File: src/hw/rtl/hng_pkg.sv
package hng_pkg;

  // fixed field widths
  localparam int unsigned IndexW = 14;
  localparam int unsigned ValueW = 63;

  // multiplier codes for the shared shift-add unit
  typedef enum logic [1:0] {
    SCALE_2,
    SCALE_3,
    SCALE_5
  } scale_e;

  typedef logic [ValueW-1:0] value_t;

endpackage

File: src/hw/rtl/hng_scale.sv
module hng_scale import hng_pkg::*; (
  input  value_t operand_i,
  input  scale_e op_i,
  input  value_t min_i,
  output value_t product_o,
  output logic   less_o
);

  logic [ValueW+2:0] shifted;
  logic [ValueW+2:0] addend;
  logic [ValueW+2:0] sum;

  // 2x = x<<1, 3x = (x<<1)+x, 5x = (x<<2)+x
  always_comb begin
    case (op_i)
      SCALE_2: begin
        shifted = {2'b00, operand_i, 1'b0};
        addend  = '0;
      end
      SCALE_3: begin
        shifted = {2'b00, operand_i, 1'b0};
        addend  = {3'b000, operand_i};
      end
      SCALE_5: begin
        shifted = {1'b0, operand_i, 2'b00};
        addend  = {3'b000, operand_i};
      end
      default: begin
        shifted = '0;
        addend  = '0;
      end
    endcase
  end

  assign sum = shifted + addend;

  // saturate at the largest 63-bit value
  assign product_o = (sum[ValueW+2:ValueW] != 3'b000) ? '1 : sum[ValueW-1:0];
  assign less_o    = product_o < min_i;

endmodule

File: config.mk
export PLATFORM = sky130hd
export DESIGN_NAME = hng_scale
export DESIGN_NICKNAME = d
export VERILOG_FILES = /design/src/hw/rtl/hng_pkg.sv /design/src/hw/rtl/hng_scale.sv
export SDC_FILE = /design/constraint.sdc
export NUM_CORES = 1
export LEC_CHECK = 0
export ABC_AREA = 1
export BUFFER_PORTS_ARGS = -buffer_cell sky130_fd_sc_hd__buf_4
export CORE_AREA = 2 2 131 133
export DETAILED_ROUTE_END_ITERATION = 8
export DIE_AREA = 0 0 133 135
export PLACE_DENSITY = 0.79
export SLEW_MARGIN = 5
export SYNTH_ARGS = -nofsm -noshare
export SYNTH_HDL_FRONTEND = slang
export SYNTH_SLANG_ARGS = --single-unit
File: constraint.sdc
create_clock -name vclk -period 7.3
set_input_delay 0.365 -clock vclk [all_inputs]
set_output_delay 0.365 -clock vclk [all_outputs]
set_load 0.03 [all_outputs]
== Yosys cells after proc, flatten, opt, wreduce, memory -nomap -nowiden ==
Cells that the tools add are included.
Cells by class
  $add $sub $neg: 1
  multiply operators: 0
  divide/modulo/power cells: 0
  order comparisons: 1
  equality and inequality tests: 2
  shift operators: 0
  multiplexer cells: 3
  bitwise gates (word level): 0
  reductions and logical operators: 4
Operators by type and width (number)
  $pmux 65 s2: 1
  $mux 63: 2
  $add 66x66->66: 1
  $lt 63x63->1: 1
  $reduce_or 2->1: 2
  $reduce_bool 3->1: 1
  $eq 2x1->1 const B: 1
  $eq 2x2->1 const B: 1
  $logic_not 2->1: 1
Word-level totals
  register bits: 0
  latch bits: 0
  bits in writable memories: 0
  memory bits (read-only): 0
  input bits: 128
  output and inout bits: 64
  logic and storage cells: 11
  memories: 0

== Longest topological paths before layout ==
Gate-level depths: netlist of run 1.
  depth in word-level cells: 7
  mapped depth: 39
  mapped depth without buffers: 35

== Worst setup path after synthesis of run 1 ==
No wires, ideal clock.
  kind: in2out
  start: input op_i[0]
  end: output less_o
  data arrival time: 5167 ps
  data required time: 6935 ps
  setup slack: 1768 ps
  stages: 29
  path buffers: 2
  cell sequence: inv_1 -> ha_1 -> nor2_1 -> inv_2 -> clkbuf_1 -> clkbuf_1 -> nand2_1 -> a21oi_1 -> ha_1 -> nand2_1 -> inv_1 -> a21oi_1 -> nand2_1 -> a21oi_2 -> nand2_4 -> a21oi_2 -> o21bai_1 -> nand4_1 -> nand2_1 -> nand4_1 -> o2111ai_1 -> o21ai_0 -> ha_1 -> nand4_1 -> nor3_1 -> inv_1 -> nor4_1 -> a211o_1 -> a21oi_1
Between the ends
  longest elaborated chain between the ends: 7
  elaborated cells between the ends (all ways): 11
  those cells by class: add/sub: 1; order compare: 1; eq/ne: 2; mux: 3; reduce/logical: 4
Ends and longest elaborated chain
  start: declaration: line hng_scale.sv:3  | input scale_e op_i,
  $eq 2x1->1 (tied with other cells): line hng_scale.sv:15  | case (op_i)
  $reduce_or 2->1 (no line)
  $pmux 65 s2 / $mux 63 (equally long branches): line hng_scale.sv:15
  $add 66x66->66 (*): line hng_scale.sv:35  | assign sum = shifted + addend;
  $reduce_bool 3->1: line hng_scale.sv:38  | assign product_o = (sum[ValueW+2:ValueW] != 3'b000) ? '1 : sum[ValueW-1:0];
  $mux 63 (*): line hng_scale.sv:38
  named net product_o[60]: line hng_scale.sv:5  | output value_t product_o,
  $lt 63x63->1 (*): line hng_scale.sv:39  | assign less_o = product_o < min_i;
  end: declaration: line hng_scale.sv:6  | output logic less_o
Mark *: on every way through the listed nets, which the timed path passes. The rest lies on a longest branch.

== Final worst setup path of run 1 ==
  start: input op_i[0]
  end: output less_o
Between the ends
  longest elaborated chain between the ends: 7
  elaborated cells between the ends (all ways): 11
  those cells by class: add/sub: 1; order compare: 1; eq/ne: 2; mux: 3; reduce/logical: 4
Ends and longest elaborated chain (line)
  $eq 2x1->1 (tied with other cells): hng_scale.sv:15
  $reduce_or 2->1 (no line)
  $pmux 65 s2 / $mux 63 (equally long branches): hng_scale.sv:15
  $add 66x66->66 (*): hng_scale.sv:35
  $reduce_bool 3->1: hng_scale.sv:38
  $mux 63 (*): hng_scale.sv:38
  $lt 63x63->1 (*): hng_scale.sv:39
Every way passes the cells marked *; elsewhere a longest branch is shown, timed or not.

==> results of run 1 <==
-- stage by stage --
stage | cell area [µm²] | utilization (%) | cells
floorplan | 7580 | - | 1465
CTS | 9220 | 56.2 | 1850
global route | 9220 | 56.2 | 1850
global placement | 9220 | 56.2 | 1850
finish | 9220 | 56.2 | 1850
detailed placement | 9220 | 56.2 | 1850
-- how the worst min path moves through the flow --
stage,from,slack (ns),to,depth (start not counted)
floorplan,operand_i[0],0.98,product_o[0],2
global placement,operand_i[0],1.21,product_o[0],4
detailed placement,operand_i[0],1.19,product_o[0],4
CTS,operand_i[0],1.20,product_o[0],4
global route,operand_i[0],1.23,product_o[0],4
finish,operand_i[0],1.21,product_o[0],4
-- report_power, final --
part	switching [mW]	internal (mW)	total, mW
clock	0	0	0
sequential	0	0	0
combinational	0.699	0.407	1.11
total	0.699	0.407	1.11
-- critical path: cells and delay by family --
kind | cells | cell delay, ns
buf+inv | 7 | 1.12
simple gates | 14 | 1.84
fa+ha+maj | 3 | 1.33
compound gates | 7 | 1.58
-- area by class of cell --
cell class	count	area [µm²]	share of cell area, %
Multi-Input combinational cell	1147	6360	69.0
Timing Repair Buffer	199	1520	16.5
Inverter	284	1070	11.6
Tap cell	220	275	2.98
-- layer usage --
| layer | GRT usage [%] | vias up | part of all wire, % |
|---|---|---|---|
| li1 | - | 4951 | - |
| met1 | 36.3 | 4093 | 50 |
| met2 | 42.7 | 258 | 45 |
| met3 | 0.788 | 13 | 5.0 |
| met4 | 2.39 | 0 | 0.79 |
| met5 | 0 | - | 0 |
-- cells in the final DEF, fill, tap and decap left out, types with 3 or more instances in the layout --
| cell type | Yosys | final |
|---|---|---|
| a21boi_1 | 8 | 8 |
| a21oi_2 | 4 | 4 |
| ha_1 | 128 | 125 |
| o21a_1 | 4 | 4 |
| o21bai_1 | 10 | 10 |
| nand4_1 | 12 | 12 |
| a21o_1 | 5 | 5 |
| nand2_2 | 14 | 14 |
| buf_4 | 3 | 197 |
| nor3_1 | 10 | 10 |
| nor2_2 | 5 | 5 |
| inv_2 | 14 | 13 |
| nand3_1 | 48 | 48 |
| xor2_1 | 15 | 15 |
| nor3_2 | 3 | 3 |
| xnor2_1 | 5 | 5 |
| a31oi_1 | 9 | 9 |
| nor2_1 | 92 | 92 |
| or2_2 | 27 | 27 |
| a21boi_0 | 4 | 4 |
| a21oi_1 | 147 | 147 |
| nand2_1 | 528 | 528 |
| o221ai_1 | 4 | 4 |
| nor4_1 | 3 | 3 |
| inv_1 | 269 | 269 |
| and3_1 | 4 | 4 |
| a211oi_1 | 7 | 7 |
| o21ai_0 | 19 | 19 |
| ha_2 | 0 | 3 |
| o21ai_1 | 8 | 8 |
-- cell families (layout without fill, tap and decap cells) --
logic type / after synthesis / in the layout / share of synthesized area, %
XOR/XNOR: 20 / 20 / 2.31
buffers and inverters: 318 / 483 / 16.2
AO/OA/AOI/OAI: 244 / 244 / 18.9
AND/OR/NAND/NOR: 754 / 754 / 41.2
adder cells (fa/ha/maj): 129 / 129 / 21.4
==> run_results.csv, run 1 <==
group,metric,value,unit
logic_synthesis,synth.distinct_cells,53,
worst_setup_path,critPathRequiredTime,6.93,ns
die,core-area,16400,µm²
die,start_util,46.2,%
worst_setup_path,worstSetupEndpoint,"less_o",
power,p_total,1.11,mW
worst_setup_path,critPathArrivalTime,6.23,ns
job,maxCapViolations,0,
sta,tns,0,ns
logic_synthesis,syn-cell-area,7580,µm²
logic_synthesis,ys_top_cells_by_count,"nand2_1 (528), inv_1 (269), a21oi_1 (147), ha_1 (128), nor2_1 (92)",
die,dieArea,18000,µm²
logic_synthesis,postSynthAreaPerCell,5.18,µm²
sta,worst_hold_slack,1.21,ns
layout,clkbuf_count,0,
global_route,grt_usage,25.0,%
route,dr.pass1.iters,5,
worst_setup_path,startpoint_type,"primary input",
power,pwr_density_cell,120,nW/µm²
placed_design,routabilityCongestion,0.963,
sta,fin_crit_sh,90.3,%
placed_design,dp_hpwl,20.0,mm
global_route,grt_pass1_vias,8241,
logic_synthesis,synth.area.top_cells,"nand2_1 (26%), ha_1 (21%), inv_1 (13%), a21oi_1 (9.7%), nor2_1 (4.6%)",
worst_setup_path,crit_slowest_cell,"and2_2",
sta,fmax,152,MHz
sta,slew_viol_final,0,
clock_network,postCtsHoldBufs,0,
outcome,status,"finished, final reports clean",
sta,setup_violations,0,
route,dr_total_vias,9315,
layout,diodes,0,
worst_setup_path,cp_max_fo,32,
die,rows,47,
power,ir_worst_vdd,0.0762,mV
route,drt-initial-drc-count,666,
worst_setup_path,cp_common_cell,"nand2_1",
worst_setup_path,startpoint,"op_i[0]",
worst_setup_path,cp-end-kind,"output port",
sta,setup_slack,0.705,ns
clock_network,cts_setup_buffers,0,
logic_synthesis,synth_top_area_share,26.1,%
logic_synthesis,synthesis.nets,1722,
placed_design,pre_cts_ws,0.653,ns
global_route,grt_max_degree,61,
logic_synthesis,synth_cells,1465,
route,postRouteWirelength,23.4,mm
layout,n_fill_cell,1782,
worst_setup_path,critPathMaxStageDelay,0.57,ns
logic_synthesis,synthMostInstantiatedCell,"nand2_1",
logic_synthesis,yosysWarnings,0,
sta,layout_min_cycle_time,6.60,ns
layout,area_delta_synth_final,21.7,%
global_route,grt_pass1_wl,38.6,mm
global_route,antenna_found_initial,0,
global_route,grt.overflow.total,0,
worst_setup_path,critPathKind,"primary input to output port",
sta,relSlewSlack,57.7,%
layout,final_nets,1889,
min_path,hp-class,"primary input to output port",
route,drc,0,
route,wire_per_inst,12.7,µm
logic_synthesis,seq_area_frac_synth,0,%
logic_synthesis,synth_top_area_cell,"nand2_1",
sta,tightestPinTransition,0.634,ns
sta,rsz0062_at_grt,"no",
route,vias_per_cell,5.04,
die,dieWidth,133,µm
sta,finalHoldViolations,0,
power,power_leakage,5.65,nW
layout,drive_gt1_share,17.2,%
layout,sequential_cell_total,0,
placed_design,portBuffers,192,
clock_network,cts.repair.resized,0,
route,postRouteAntennaNets,0,
layout,regArea,0,µm²
die,ioPinCount,192,
die,die_h,135,µm
Note: power is estimated with default switching activity, not from simulation.
==> run 2: changes to the inputs <==
clock period = 7.91 ns   (was 7.3 ns; I/O delays follow)
==> run 2 against run 1 <==
Total power is 7.6% lower. Sequential share of layout area stayed put. Via count is 1.1% higher. Final cell count hardly changed. Flip-flop and latch count stayed put. Critical path depth stayed put. Hold slack better by 0.055 ns. Critical path type unchanged. Largest cell class unchanged. Highest routed layer unchanged.
==> run_results.csv, run 2 (synthesis gave the netlist of run 1 again) <==
group,metric,value,unit
die,ioPinCount,192,
sta,relSlewSlack,28.1,%
layout,fin_cells,1849,
worst_setup_path,critPathMaxStageDelay,0.77,ns
route,postRouteAntennaNets,0,
global_route,antenna_found_initial,0,
outcome,status,"finished, final reports clean",
power,switching_share,63.3,%
layout,clkbuf_count,0,
die,die_h,135,µm
worst_setup_path,critPathArrivalTime,6.25,ns
power,clockPowerShare,0,%
power,p_seq_share,0,%
global_route,grt_max_degree,61,
sta,fin_crit_sh,84.0,%
placed_design,place_area,9190,µm²
min_path,hp-class,"primary input to output port",
placed_design,dp_hpwl,20.1,mm
route,drc,0,
power,ir_worst_vdd,0.0748,mV
worst_setup_path,critPathKind,"primary input to output port",
power,power_leakage,5.64,nW
global_route,grt_usage,24.9,%
power,internal-power,0.375,mW
worst_setup_path,startpoint_type,"primary input",
die,rows,47,
global_route,grt_pass1_vias,8237,
worst_setup_path,cp_max_fo,60,
power,pwr_density_cell,111,nW/µm²
worst_setup_path,cp_common_cell,"nand2_1",
global_route,grt.overflow.total,0,
sta,fmax,151,MHz
route,dr.pass1.iters,5,
layout,stdcell_area,9190,µm²
layout,utilization,56.0,%
die,start_util,46.2,%
global_route,grt_pass1_wl,38.3,mm
layout,drive_gt1_share,17.1,%
layout,diodes,0,
route,dr_total_vias,9421,
sta,worst_hold_slack,1.27,ns
clock_network,cts_setup_buffers,0,
sta,setup_slack,1.27,ns
layout,n_fill_cell,1764,
worst_setup_path,critPathRequiredTime,7.51,ns
clock_network,cts.repair.resized,0,
layout,final_nets,1888,
layout,final_cell_mix,"nand2_1 (528), inv_1 (269), buf_4 (198)",
clock_network,postCtsHoldBufs,0,
die,dieArea,18000,µm²
layout,area_delta_synth_final,21.2,%
sta,finalHoldViolations,0,
placed_design,routabilityCongestion,0.933,
power,p_switching,0.646,mW
die,dieWidth,133,µm
die,core-area,16400,µm²
sta,rsz0062_at_grt,"no",
layout,multi_input_area,6360,µm²
route,drt-initial-drc-count,662,
layout,mostFrequentLayoutCell,"nand2_1",
worst_setup_path,cp-end-kind,"output port",
worst_setup_path,crit_slowest_cell,"inv_2",
sta,tightestPinTransition,1.08,ns
placed_design,pre_cts_ws,1.30,ns
sta,setup_violations,0,
power,p_total,1.02,mW
layout,sequential_cell_total,0,
layout,regArea,0,µm²
placed_design,portBuffers,192,
route,postRouteWirelength,23.5,mm
route,wire_per_inst,12.7,µm
sta,tns,0,ns
sta,slew_viol_final,0,
placed_design,dp_cells,1849,
route,vias_per_cell,5.10,
sta,layout_min_cycle_time,6.64,ns
job,maxCapViolations,0,
power,power_frac_comb,100.0,%
run 2: cell types whose count changed in the layout (fill, tap and decap cells not counted), sizes merged:
cell / change
buf: -1
run 2: layer usage:
metal | vias to the layer above | wire [µm] | track usage, %
met2 | 293 | 10400 | 42.4
met4 | 0 | 216 | 2.33
met3 | 17 | 1610 | 1.73
met1 | 4163 | 11300 | 35.6
li1 | 4948 | - | -
met5 | - | 0 | 0
run 2: critical path: cells and delay by family:
family          cells  cell delay (ns)
compound gates      6             0.86
fa+ha+maj           3             0.82
buf+inv             6             1.57
simple gates       16             2.51
run 2: final cells by class:
cell class                      count  area share, %
Multi-Input combinational cell   1147           69.2
Timing Repair Buffer              198           16.2
Inverter                          284           11.6
Tap cell                          220           3.00
run 2: worst paths after layout:
path | startpoint | slack [ns] | cells after the start | to
worst max-delay path | op_i[0] | 1.27 | 31 | less_o
worst min-delay path | operand_i[0] | 1.27 | 4 | product_o[0]
run 2: power groups by stage:
stage	clock network (mW)	logic, mW	registers [mW]
after floorplan	0	0.695	0
after global placement	0	1.00	0
after detailed placement	0	1.02	0
after CTS	0	1.02	0
after global routing	0	1.13	0
final	0	1.02	0
==> run 3: changes to the inputs <==
PLACE_DENSITY = 0.81   (was 0.79)
clock period = 5.4 ns   (was 7.91 ns; I/O delays follow)
==> run 3 against run 2 <==
Total power increased by 69%. Non-clock buffer count increased by 56. Critical path type unchanged. Critical path depth unchanged. Largest cell class unchanged.
==> run_results.csv, run 3 (synthesis gave the netlist of run 1 again) <==
group,metric,value,unit
route,wire_per_inst,14.2,µm
sta,relSlewSlack,63.1,%
sta,slew_viol_final,0,
die,dieWidth,133,µm
layout,diodes,0,
worst_setup_path,startpoint,"op_i[1]",
global_route,antenna_found_initial,0,
placed_design,routabilityCongestion,0.972,
global_route,grt.overflow.total,0,
layout,area_delta_synth_final,36.0,%
layout,drive_gt1_share,25.3,%
global_route,grt_pass1_vias,8696,
worst_setup_path,crit_slowest_cell,"ha_1",
die,die_h,135,µm
sta,finalHoldViolations,0,
layout,clkbuf_count,0,
global_route,grt_pass1_wl,40.4,mm
power,ir_worst_vdd,0.138,mV
worst_setup_path,critPathKind,"primary input to output port",
route,postRouteWirelength,27.1,mm
placed_design,portBuffers,192,
die,core-area,16400,µm²
min_path,min_from,"operand_i[0]",
sta,layout_min_cycle_time,5.32,ns
sta,setup_violations,0,
worst_setup_path,critPathRequiredTime,5.13,ns
layout,final_cell_mix,"nand2_1 (507), inv_1 (265), buf_4 (236)",
outcome,status,"finished, final reports clean",
layout,n_fill_cell,1640,
route,dr.pass1.iters,6,
power,power_leakage,6.08,nW
clock_network,postCtsHoldBufs,0,
placed_design,dp_cells,1863,
sta,fin_crit_sh,98.5,%
worst_setup_path,critPathMaxStageDelay,0.35,ns
layout,fin_cells,1905,
route,dr_total_vias,9860,
layout,sequential_cell_total,0,
die,rows,47,
power,p_total,1.72,mW
route,drt-initial-drc-count,829,
layout,mostFrequentLayoutCell,"nand2_1",
worst_setup_path,cp_max_fo,6,
route,vias_per_cell,5.18,
worst_setup_path,cp_common_cell,"a21oi_2",
placed_design,dp_hpwl,20.6,mm
placed_design,pre_cts_ws,-0.441,ns
power,pwr_density_cell,167,nW/µm²
sta,tightestPinTransition,0.549,ns
layout,multi_input_area,6840,µm²
route,postRouteAntennaNets,0,
route,drc,0,
sta,fmax,188,MHz
worst_setup_path,cp-end-kind,"output port",
global_route,grt_max_degree,61,
die,start_util,46.2,%
die,dieArea,18000,µm²
sta,setup_slack,0.0786,ns
layout,regArea,0,µm²
job,maxCapViolations,0,
worst_setup_path,startpoint_type,"primary input",
worst_setup_path,critPathArrivalTime,5.05,ns
layout,final_nets,1944,
global_route,grt_usage,26.4,%
die,ioPinCount,192,
sta,rsz0062_at_grt,"yes",
min_path,hp-class,"primary input to output port",
-- run 3: what timing repair did --
item                                    CTS  global route
endpoints found under the setup margin    1             1
gates resized for setup                   6           123
pin swaps                                 0            62
buffers inserted                          0            36
gates cloned                              0             6
-- run 3: worst paths after layout --
path	endpoint	cells past startpoint
min	product_o[0]	4
max	less_o	31
-- run 3: where the power goes --
| part | internal (mW) | total (mW) | switching (mW) |
|---|---|---|---|
| registers | 0 | 0 | 0 |
| logic | 0.673 | 1.72 | 1.05 |
| clock network | 0 | 0 | 0 |
-- run 3: layer usage --
layer	track usage (%)	share of wire [%]	vias to the layer above
li1	-	-	5057
met4	3.58	1.9	0
met2	44.6	45	394
met1	38.1	46	4375
met3	1.13	7.1	34
met5	0	0	-
-- run 3: stage by stage --
step	cell area [µm²]	TNS (ns)	hold WS (ns)	utilization [%]
5_1_grt	10300	-0.161	1.03	62.9
2_1_floorplan	7580	0	0.787	-
3_5_place_dp	9380	-0.441	1.01	57.2
4_1_cts	9410	0	1.01	57.4
3_3_place_gp	9380	-0.395	1.02	57.2
6_report	10300	0	1.03	62.9
-- run 3: critical path, delay by kind of cell --
| family | cells | cell delay (ns) |
|---|---|---|
| compound gates | 9 | 1.26 |
| fa+ha+maj | 3 | 0.88 |
| buf+inv | 7 | 0.83 |
| simple gates | 12 | 1.77 |
-- run 3: cell type report --
cell class	count	share of cell area [%]
repair buffers	254	20.7
multi-input cells	1147	66.3
inverters	284	10.4
well taps	220	2.67
